<file path="config.mk">
export PLATFORM = sky130hd
export DESIGN_NAME = bounded_deque_with_delete
export DESIGN_NICKNAME = d
export VERILOG_FILES = /design/src/design/bdq_pkg.sv /design/src/design/bdq_cell.sv /design/src/design/bounded_deque_with_delete.sv
export VERILOG_INCLUDE_DIRS = /design/src /design/src/design
export SDC_FILE = /design/constraint.sdc
export NUM_CORES = 1
export LEC_CHECK = 0
export BUFFER_PORTS_ARGS = -buffer_cell sky130_fd_sc_hd__buf_4
export CAP_MARGIN = 30
export CORE_AREA = 4 4 353 355
export CTS_BUF_LIST = sky130_fd_sc_hd__clkbuf_16
export DETAILED_ROUTE_END_ITERATION = 8
export DIE_AREA = 0 0 357 359
export SLEW_MARGIN = 25
export SYNTH_ARGS = -nofsm -noshare
export SYNTH_HDL_FRONTEND = slang
export SYNTH_HIERARCHICAL = 1
export SYNTH_SLANG_ARGS = --single-unit
export TNS_END_PERCENT = 10
</file>
<file path="constraint.sdc">
create_clock -name clk -period 6.7 [get_ports clk]
set_clock_uncertainty 0.2 [all_clocks]
set_input_delay 0.335 -clock clk [delete_from_list [all_inputs] [get_ports clk]]
set_output_delay 0.335 -clock clk [all_outputs]
set_load 0.01 [all_outputs]
</file>
<file path="src/design/assert_macros.svh">
// Assertion macros for the RTL files; only the deque top level includes them.
`ifndef ASSERT_MACROS_SVH
`define ASSERT_MACROS_SVH
`ifndef SYNTH
`define ASSERT_PROP(label, clk, rst_n, prop) \
    label: assert property (@(posedge clk) disable iff (!rst_n) (prop)) \
        else $error("assertion failed");
`define ASSERT_IMPL(label, clk, rst_n, ante, cons) \
    label: assert property (@(posedge clk) disable iff (!rst_n) (ante) |-> (cons)) \
        else $error("assertion failed");
`else
`define ASSERT_PROP(label, clk, rst_n, prop)
`define ASSERT_IMPL(label, clk, rst_n, ante, cons)
`endif
`endif

</file>
<file path="src/design/bdq_pkg.sv">
// Shared types and constants for the bounded deque.
`default_nettype none

package bdq_pkg;

    localparam int DEPTH_DEFAULT      = 16;
    localparam int DATA_WIDTH_DEFAULT = 32;
    localparam int CMD_W              = 2;
    localparam int STATUS_W           = 2;
    localparam int VALUE_W            = 32;
    localparam int COUNT_W            = 5;

    typedef enum logic [CMD_W-1:0] {
        CMD_PREPEND = 2'd0,
        CMD_APPEND  = 2'd1,
        CMD_DEQUEUE = 2'd2,
        CMD_DELETE  = 2'd3
    } cmd_t;

    typedef enum logic [STATUS_W-1:0] {
        ST_OK        = 2'd0,
        ST_EMPTY     = 2'd1,
        ST_FULL      = 2'd2,
        ST_NOT_FOUND = 2'd3
    } status_t;

    typedef enum logic [2:0] {
        FSM_IDLE  = 3'b001,
        FSM_MATCH = 3'b010,
        FSM_EXEC  = 3'b100
    } fsm_t;

    typedef struct packed {
        logic compare;
        logic apply;
        cmd_t cmd;
    } bdq_ctl_t;

endpackage

`default_nettype wire

</file>
<file path="src/design/bdq_cell.sv">
// One deque cell: a stored word, its valid bit and its match flag.
`default_nettype none

module bdq_cell #(
    parameter int DATA_WIDTH = bdq_pkg::DATA_WIDTH_DEFAULT
) (
    input  wire logic                  clk,
    input  wire logic                  rst_n,
    input  wire bdq_pkg::bdq_ctl_t     ctl,
    input  wire logic [DATA_WIDTH-1:0] value,
    input  wire logic                  prev_valid,
    input  wire logic [DATA_WIDTH-1:0] prev_data,
    input  wire logic                  prev_hit,
    input  wire logic                  next_valid,
    input  wire logic [DATA_WIDTH-1:0] next_data,
    output logic                       valid,
    output logic [DATA_WIDTH-1:0]      data,
    output logic                       hit
);
    import bdq_pkg::*;

    logic                  valid_reg;
    logic                  valid_next;
    logic [DATA_WIDTH-1:0] data_reg;
    logic [DATA_WIDTH-1:0] data_next;
    logic                  match_reg;
    logic                  match_next;

    always_comb
    begin
        valid_next = valid_reg;
        data_next  = data_reg;
        match_next = match_reg;
        if (ctl.compare)
        begin
            match_next = valid_reg && (data_reg == value);
        end
        if (ctl.apply)
        begin
            unique case (ctl.cmd)
                CMD_PREPEND:
                begin
                    valid_next = prev_valid;
                    data_next  = prev_data;
                end
                CMD_APPEND:
                begin
                    if (!valid_reg && prev_valid)
                    begin
                        valid_next = 1'b1;
                        data_next  = value;
                    end
                end
                CMD_DEQUEUE:
                begin
                    valid_next = next_valid;
                    data_next  = next_data;
                end
                CMD_DELETE:
                begin
                    if (prev_hit || match_reg)
                    begin
                        valid_next = next_valid;
                        data_next  = next_data;
                    end
                end
                default:
                begin
                    valid_next = valid_reg;
                end
            endcase
        end
    end

    always_ff @(posedge clk or negedge rst_n)
    begin
        if (!rst_n)
        begin
            valid_reg <= 1'b0;
            match_reg <= 1'b0;
        end
        else
        begin
            valid_reg <= valid_next;
            match_reg <= match_next;
        end
    end

    always_ff @(posedge clk)
    begin
        data_reg <= data_next;
    end

    assign valid = valid_reg;
    assign data  = data_reg;
    assign hit   = prev_hit || match_reg;

endmodule

`default_nettype wire

</file>
<file path="src/design/bounded_deque_with_delete.sv">
// Top level of the bounded deque with delete by value.
// A command accepted from idle steps through a compare state, then a shift state
// across the cell row with its first-match chain; status, value_out and done are then
// registered. Busy blocks a new command until the previous one leaves the shift state.
// Results cannot be stalled; done is high for one cycle per command.
// Reset empties the deque (count zero, all cells invalid); stored words are not cleared.
`default_nettype none
`include "assert_macros.svh"

module bounded_deque_with_delete #(
    parameter int DEPTH      = bdq_pkg::DEPTH_DEFAULT,
    parameter int DATA_WIDTH = bdq_pkg::DATA_WIDTH_DEFAULT
) (
    input  wire logic                           clk,
    input  wire logic                           rst_n,
    input  wire logic                           start,
    output logic                                busy,
    input  wire logic [bdq_pkg::CMD_W-1:0]      command,
    input  wire logic [bdq_pkg::VALUE_W-1:0]    value,
    output logic                                done,
    output logic [bdq_pkg::STATUS_W-1:0]        status,
    output logic [bdq_pkg::VALUE_W-1:0]         value_out,
    output logic [bdq_pkg::COUNT_W-1:0]         count
);
    import bdq_pkg::*;

    localparam int              CNT_W   = $clog2(DEPTH + 1);
    localparam logic [CNT_W-1:0] DEPTH_C = CNT_W'(DEPTH);

    fsm_t                  state_reg;
    fsm_t                  state_next;
    cmd_t                  cmd_reg;
    logic [DATA_WIDTH-1:0] value_reg;
    logic [CNT_W-1:0]      count_reg;
    logic [CNT_W-1:0]      count_next;
    logic                  done_reg;
    status_t               status_reg;
    status_t               status_c;
    logic [VALUE_W-1:0]    value_out_reg;
    logic [VALUE_W-1:0]    value_out_c;
    bdq_ctl_t              ctl;
    logic                  accept;

    logic                  valid_w [DEPTH];
    logic [DATA_WIDTH-1:0] data_w  [DEPTH];
    logic                  hit_w   [DEPTH];
    logic [DEPTH-1:0]      valid_vec;

    assign busy   = (state_reg != FSM_IDLE);
    assign accept = start && !busy;

    always_comb
    begin
        state_next = state_reg;
        unique case (state_reg)
            FSM_IDLE:  state_next = accept ? FSM_MATCH : FSM_IDLE;
            FSM_MATCH: state_next = FSM_EXEC;
            FSM_EXEC:  state_next = FSM_IDLE;
            default:   state_next = FSM_IDLE;
        endcase
    end

    always_comb
    begin
        unique case (cmd_reg) inside
            CMD_PREPEND, CMD_APPEND:
                status_c = (count_reg == DEPTH_C) ? ST_FULL : ST_OK;
            CMD_DEQUEUE:
                status_c = (count_reg == '0) ? ST_EMPTY : ST_OK;
            CMD_DELETE:
                status_c = (count_reg == '0) ? ST_EMPTY :
                           (hit_w[DEPTH-1] ? ST_OK : ST_NOT_FOUND);
            default:
                status_c = ST_OK;
        endcase
    end

    always_comb
    begin
        ctl.compare = (state_reg == FSM_MATCH);
        ctl.apply   = (state_reg == FSM_EXEC) && (status_c == ST_OK);
        ctl.cmd     = cmd_reg;
    end

    always_comb
    begin
        count_next = count_reg;
        if (ctl.apply)
        begin
            if (cmd_reg == CMD_PREPEND || cmd_reg == CMD_APPEND)
            begin
                count_next = count_reg + CNT_W'(1);
            end
            else
            begin
                count_next = count_reg - CNT_W'(1);
            end
        end
    end

    assign value_out_c = (ctl.apply && cmd_reg == CMD_DEQUEUE) ?
                         VALUE_W'(data_w[0]) : '0;

    always_ff @(posedge clk or negedge rst_n)
    begin
        if (!rst_n)
        begin
            state_reg <= FSM_IDLE;
            count_reg <= '0;
            done_reg  <= 1'b0;
        end
        else
        begin
            state_reg <= state_next;
            count_reg <= count_next;
            done_reg  <= (state_reg == FSM_EXEC);
        end
    end

    always_ff @(posedge clk)
    begin
        if (accept)
        begin
            cmd_reg   <= cmd_t'(command);
            value_reg <= DATA_WIDTH'(value);
        end
        if (state_reg == FSM_EXEC)
        begin
            status_reg    <= status_c;
            value_out_reg <= value_out_c;
        end
    end

    genvar i;
    generate
        for (i = 0; i < DEPTH; i++)
        begin : g_cell
            logic                  pv;
            logic [DATA_WIDTH-1:0] pd;
            logic                  ph;
            logic                  nv;
            logic [DATA_WIDTH-1:0] nd;

            if (i == 0)
            begin : g_head
                assign pv = 1'b1;
                assign pd = value_reg;
                assign ph = 1'b0;
            end
            else
            begin : g_body
                assign pv = valid_w[i-1];
                assign pd = data_w[i-1];
                assign ph = hit_w[i-1];
            end

            if (i == DEPTH - 1)
            begin : g_tail
                assign nv = 1'b0;
                assign nd = '0;
            end
            else
            begin : g_inner
                assign nv = valid_w[i+1];
                assign nd = data_w[i+1];
            end

            bdq_cell #(
                .DATA_WIDTH (DATA_WIDTH)
            ) u_cell (
                .clk        (clk),
                .rst_n      (rst_n),
                .ctl        (ctl),
                .value      (value_reg),
                .prev_valid (pv),
                .prev_data  (pd),
                .prev_hit   (ph),
                .next_valid (nv),
                .next_data  (nd),
                .valid      (valid_w[i]),
                .data       (data_w[i]),
                .hit        (hit_w[i])
            );

            assign valid_vec[i] = valid_w[i];
        end
    endgenerate

    assign done      = done_reg;
    assign status    = status_reg;
    assign value_out = value_out_reg;
    assign count     = COUNT_W'(count_reg);

    `ASSERT_PROP(a_count_bound, clk, rst_n, count_reg <= DEPTH_C)
    `ASSERT_PROP(a_valid_matches_count, clk, rst_n, $countones(valid_vec) == int'(count_reg))
    `ASSERT_IMPL(a_done_after_exec, clk, rst_n, done_reg, $past(state_reg == FSM_EXEC))
    `ASSERT_IMPL(a_count_step, clk, rst_n, state_reg != FSM_EXEC, ##1 $stable(count_reg))

endmodule

`default_nettype wire

</file>
==> report_table.html <==
<table>
<tr><th>Metric</th><th>Value</th></tr>
<tr><th colspan="2">Finish</th></tr>
<tr><td>Footprint of the multi-input gates</td><td>about 17000 µm²</td></tr>
<tr><td>Commonest cells after routing, fill and taps aside</td><td>sky130_fd_sc_hd__edfxtp_1 (580), sky130_fd_sc_hd__nand2_1 (547), sky130_fd_sc_hd__mux2i_1 (512)</td></tr>
<tr><td>Fin util</td><td>0.345</td></tr>
<tr><td>Filler cell count in the final layout</td><td>around 12000</td></tr>
<tr><td>Layout cell share with drive strength beyond 1</td><td>0.0953</td></tr>
<tr><td>Area growth from synthesis to layout</td><td>15.8%</td></tr>
<tr><td>Layout Cells excl Fill</td><td>5090</td></tr>
<tr><td>Register area</td><td>18400 µm²</td></tr>
<tr><td>Most common cell after layout, fill and taps aside</td><td>sky130_fd_sc_hd__edfxtp_1</td></tr>
<tr><td>Total Nets Final</td><td>3455</td></tr>
<tr><td>Number of flip-flops under the largest register name</td><td>512</td></tr>
<tr><th colspan="2">Timing</th></tr>
<tr><td>Final period demand of the worst path</td><td>6.14 ns</td></tr>
<tr><td>Slew Viols, Final</td><td>0</td></tr>
<tr><td>Setup-violating endpoint count in the final report</td><td>0</td></tr>
<tr><td>Fmax achieved</td><td>163 MHz</td></tr>
<tr><td>Accumulated negative setup slack</td><td>0 ns</td></tr>
<tr><td>Slew Limit Headroom</td><td>0.232</td></tr>
<tr><td>Slew at the pin with the worst max-slew slack</td><td>approximately 1.2 ns</td></tr>
<tr><td>Tcrit/Tclk final</td><td>0.917</td></tr>
<tr><td>Setup repair after global routing missed its margin</td><td>no</td></tr>
<tr><td>Final hold violation count</td><td>0</td></tr>
<tr><th colspan="2">Outcome</th></tr>
<tr><td>Status</td><td>finished, final reports clean</td></tr>
<tr><th colspan="2">Worst setup path</th></tr>
<tr><td>Max Fanout on Critical Path</td><td>16</td></tr>
<tr><td>Setup slack on the worst flop-to-flop path</td><td>about 0.56 ns</td></tr>
<tr><td>Critical path launch point type</td><td>flop</td></tr>
<tr><td>Sequence of cells on the critical path</td><td>or2_2, or2_1, or2_1, or2_1, or2_1, or2_1, or2_1, or2_1, or2_1, or2_1, or2_1, or2_1, or2_1, or2_1, or2_1, or2_1, nor2b_1, a21oi_4, o21ai_4, inv_1, buf_12, inv_1, a31oi_4, mux2_1</td></tr>
<tr><td>Data required time of the worst path</td><td>6.98 ns</td></tr>
<tr><td>Crit-path slowest cell</td><td>sky130_fd_sc_hd__mux2_1</td></tr>
<tr><td>Largest stage delay on the critical path</td><td>around 0.4 ns</td></tr>
<tr><td>Critical path's most frequent cell</td><td>sky130_fd_sc_hd__or2_1</td></tr>
<tr><td>Critical path arrival</td><td>6.42 ns</td></tr>
<tr><td>Worst setup path class</td><td>flop to flop</td></tr>
<tr><td>CP Capture Type</td><td>flop</td></tr>
<tr><th colspan="2">Global route</th></tr>
<tr><td>Antenna violations before repair</td><td>0</td></tr>
<tr><td>Maximum number of pins on one net before global-route repair</td><td>256</td></tr>
<tr><td>Sum of overflow across all layers after global routing</td><td>0</td></tr>
<tr><td>Global-route wire length before repair</td><td>approximately 140000 µm</td></tr>
<tr><td>Vias in the first global route</td><td>~23000</td></tr>
<tr><td>GR Util All Layers</td><td>0.137</td></tr>
<tr><th colspan="2">Floorplan</th></tr>
<tr><td>Horizontal die dimension</td><td>between 300 and 400 µm</td></tr>
<tr><td>Std-Cell Rows</td><td>128</td></tr>
<tr><td>Vert. Die Dim</td><td>359 µm</td></tr>
<tr><td>Core region area</td><td>121000 µm²</td></tr>
<tr><td>Die Outline Area</td><td>approximately 130000 µm²</td></tr>
<tr><td>Initial cell density of the core</td><td>0.298</td></tr>
<tr><td>Ports</td><td>between 70 and 80</td></tr>
<tr><th colspan="2">Routing</th></tr>
<tr><td>Number of iterations in the first detailed-routing pass</td><td>5</td></tr>
<tr><td>Vias after detailed routing</td><td>approximately 24000</td></tr>
<tr><td>Antenna-violating nets left</td><td>0</td></tr>
<tr><td>Mean number of vias per cell</td><td>4.70</td></tr>
<tr><td>Post-route DRC</td><td>0</td></tr>
<tr><td>Starting DRT DRC Count</td><td>between 1500 and 2000</td></tr>
<tr><td>Routed wire length</td><td>roughly 90000 µm</td></tr>
<tr><td>Routed len/inst</td><td>between 15 and 20 µm</td></tr>
<tr><th colspan="2">Power</th></tr>
<tr><td>Peak ir drop on the vdd network</td><td>between 0.15 and 0.2 mV</td></tr>
<tr><td>Pwr Density</td><td>286 nW/µm²</td></tr>
<tr><td>Leak pwr</td><td>roughly 15 nW</td></tr>
<tr><th colspan="2">Placement</th></tr>
<tr><td>Detailed Place HPWL</td><td>about 64000 µm</td></tr>
<tr><td>Final Wtd Congestion</td><td>approximately 0.84</td></tr>
<tr><td>Placed Cells</td><td>~4900</td></tr>
<tr><td>Input/output buffers</td><td>between 70 and 80</td></tr>
<tr><th colspan="2">Clocking</th></tr>
<tr><td>Number of clock sinks</td><td>roughly 620</td></tr>
<tr><td>Clock-pin slew reported for the worst setup and hold paths after clock tree synthesis</td><td>0.06 ns</td></tr>
<tr><td>Clock insertion delay at the later pin of the skew report</td><td>around 0.60 ns</td></tr>
<tr><td>Number of buffers added for setup after CTS</td><td>0</td></tr>
<tr><td># H-tree levels</td><td>3</td></tr>
<tr><td>Quantity of gates resized following cts</td><td>0</td></tr>
<tr><td>Clock tree from TritonCTS</td><td>built</td></tr>
<tr><td>Clock buffer count from CTS</td><td>69</td></tr>
<tr><td>Cts hold-fix bufs</td><td>36</td></tr>
<tr><td>Buffer type at the clock tree root</td><td>sky130_fd_sc_hd__clkbuf_16</td></tr>
<tr><td>Maximum clock path buffer count</td><td>3</td></tr>
<tr><th colspan="2">Synth</th></tr>
<tr><td>Synthesized cell area</td><td>36200 µm²</td></tr>
<tr><td>Mux cell area share after synthesis</td><td>0.147</td></tr>
<tr><td>Adder and majority cell fraction of the synthesized area</td><td>0.00159</td></tr>
<tr><td>Post-synthesis simple-gate area fraction</td><td>0.109</td></tr>
<tr><td>Post-synthesis xor/xnor area fraction</td><td>0.125</td></tr>
<tr><td>Post-Syn Instances</td><td>3285</td></tr>
<tr><td>Main area contributors after synthesis</td><td>sky130_fd_sc_hd__edfxtp_1 (48%), sky130_fd_sc_hd__mux2i_1 (14%), sky130_fd_sc_hd__xor2_1 (6.3%)</td></tr>
<tr><td>Synthesized flop and latch total</td><td>between 600 and 700</td></tr>
<tr><td>Top-area cell type share of the netlist area</td><td>0.481</td></tr>
<tr><td>Main combinational cell family by area after synthesis</td><td>multiplexers</td></tr>
<tr><td>Number of different library cells in the post-synthesis netlist</td><td>47</td></tr>
<tr><td>Share of the synthesized area in compound gates (AO/OA/AOI/OAI)</td><td>0.0836</td></tr>
<tr><td>Avg Synthesized Cell Area</td><td>roughly 11 µm²</td></tr>
<tr><td>Number of synthesis warnings</td><td>6</td></tr>
<tr><td>Cell type with the highest aggregate area in the netlist</td><td>sky130_fd_sc_hd__edfxtp_1</td></tr>
<tr><td>Proportion of synthesized chip area in sequential cells</td><td>0.509</td></tr>
<tr><th colspan="2">Flow run</th></tr>
<tr><td>Number of max-capacitance violations reported</td><td>0</td></tr>
<tr><th colspan="2">Worst hold path</th></tr>
<tr><td>Path class of the lowest-slack min-delay path</td><td>input port to async pin</td></tr>
</table>
power by group:
| part | internal (mW) | leakage, nW | switching [mW] |
|---|---|---|---|
| clock | 1.94 | 1.06 | 1.52 |
| sequential | 4.69 | 5.78 | 0.259 |
| combinational | 1.41 | 8.44 | 2.15 |
| total | 8.05 | 15.3 | 3.94 |
area by class of cell:
cell class,count,area share
antenna,1,0.0000597
sequential,621,0.440
clock buffer,71,0.0424
inverter,23,0.00206
clock inverter,50,0.00552
tap,1625,0.0485
timing repair buffer,205,0.0494
multi-input combinational,2494,0.412
kinds of logic after synthesis:
group / after synthesis
buffers and inverters: 204
muxes: 530
xor gates and xnor gates: 516
DFF: 621
other: 2
adders and majority gates: 4
AOI/OAI and AO/OA: 571
and+or+nand+nor: 837
critical path: cells and delay by family, from the launching register on:
kind / cells / cell delay (ns)
buf+inv: 3 / 0.39
mux: 1 / 0.40
compound gates: 3 / 0.33
simple gates: 17 / 4.32
flops: 1 / 0.37
metrics by stage:
stage	hold WS [ns]	worst slack, ns	cell area, µm²	power, mW
finish	0.118	0.555	41900	12.0
global route	0.129	0.274	41900	12.6
CTS	0.106	0.552	41900	12.1
detailed placement	0.211	0.629	39500	8.57
global placement	0.218	0.575	39500	8.48
floorplan	-0.161	0.752	36300	7.59
synthesized netlist by cell type, drive strengths merged:
library cell and count:
a21o 1, a21oi 5, a31oi 16, and2 32
buf 66, clkbuf 115, conb 2, dfrtp 40
dfstp 1, edfxtp 580, fa 1, ha 3
inv 23, mux2 18, mux2i 512, nand2 547
nand2b 1, nand3 32, nand4 65, nor2 24
nor2b 1, nor3b 2, nor4 67, o21ai 532
o221ai 1, o22ai 1, o31ai 15, or2 16
or2b 15, or3b 18, or4 17, xnor2 256
xor2 260
worst paths after layout:
kind / cells past startpoint / startpoint / end
max: 24 / g_cell[0].u_cell/match_reg / g_cell[1].u_cell/valid
min: 2 / rst_n / count[4]
max reg2reg: 24 / g_cell[0].u_cell/match_reg / g_cell[1].u_cell/valid
min reg2reg: 1 / state_reg[2] / state_reg[2]
max in group asynchronous: 2 / rst_n / g_cell[14].u_cell/valid
min in group clk: 2 / value[24] / g_cell[0].pd[24]
metal layers:
metal  global-route usage  vias up  part of all wire  routed length [µm]
li1                     -    12100                 -                   -
met1                0.206    11200              0.50               45000
met2                0.206      471              0.44               39400
met5                    0        -                 0                   0
met3               0.0194      123             0.040                3630
met4               0.0328        0             0.024                2210
Power figures use the tool's default switching activity.
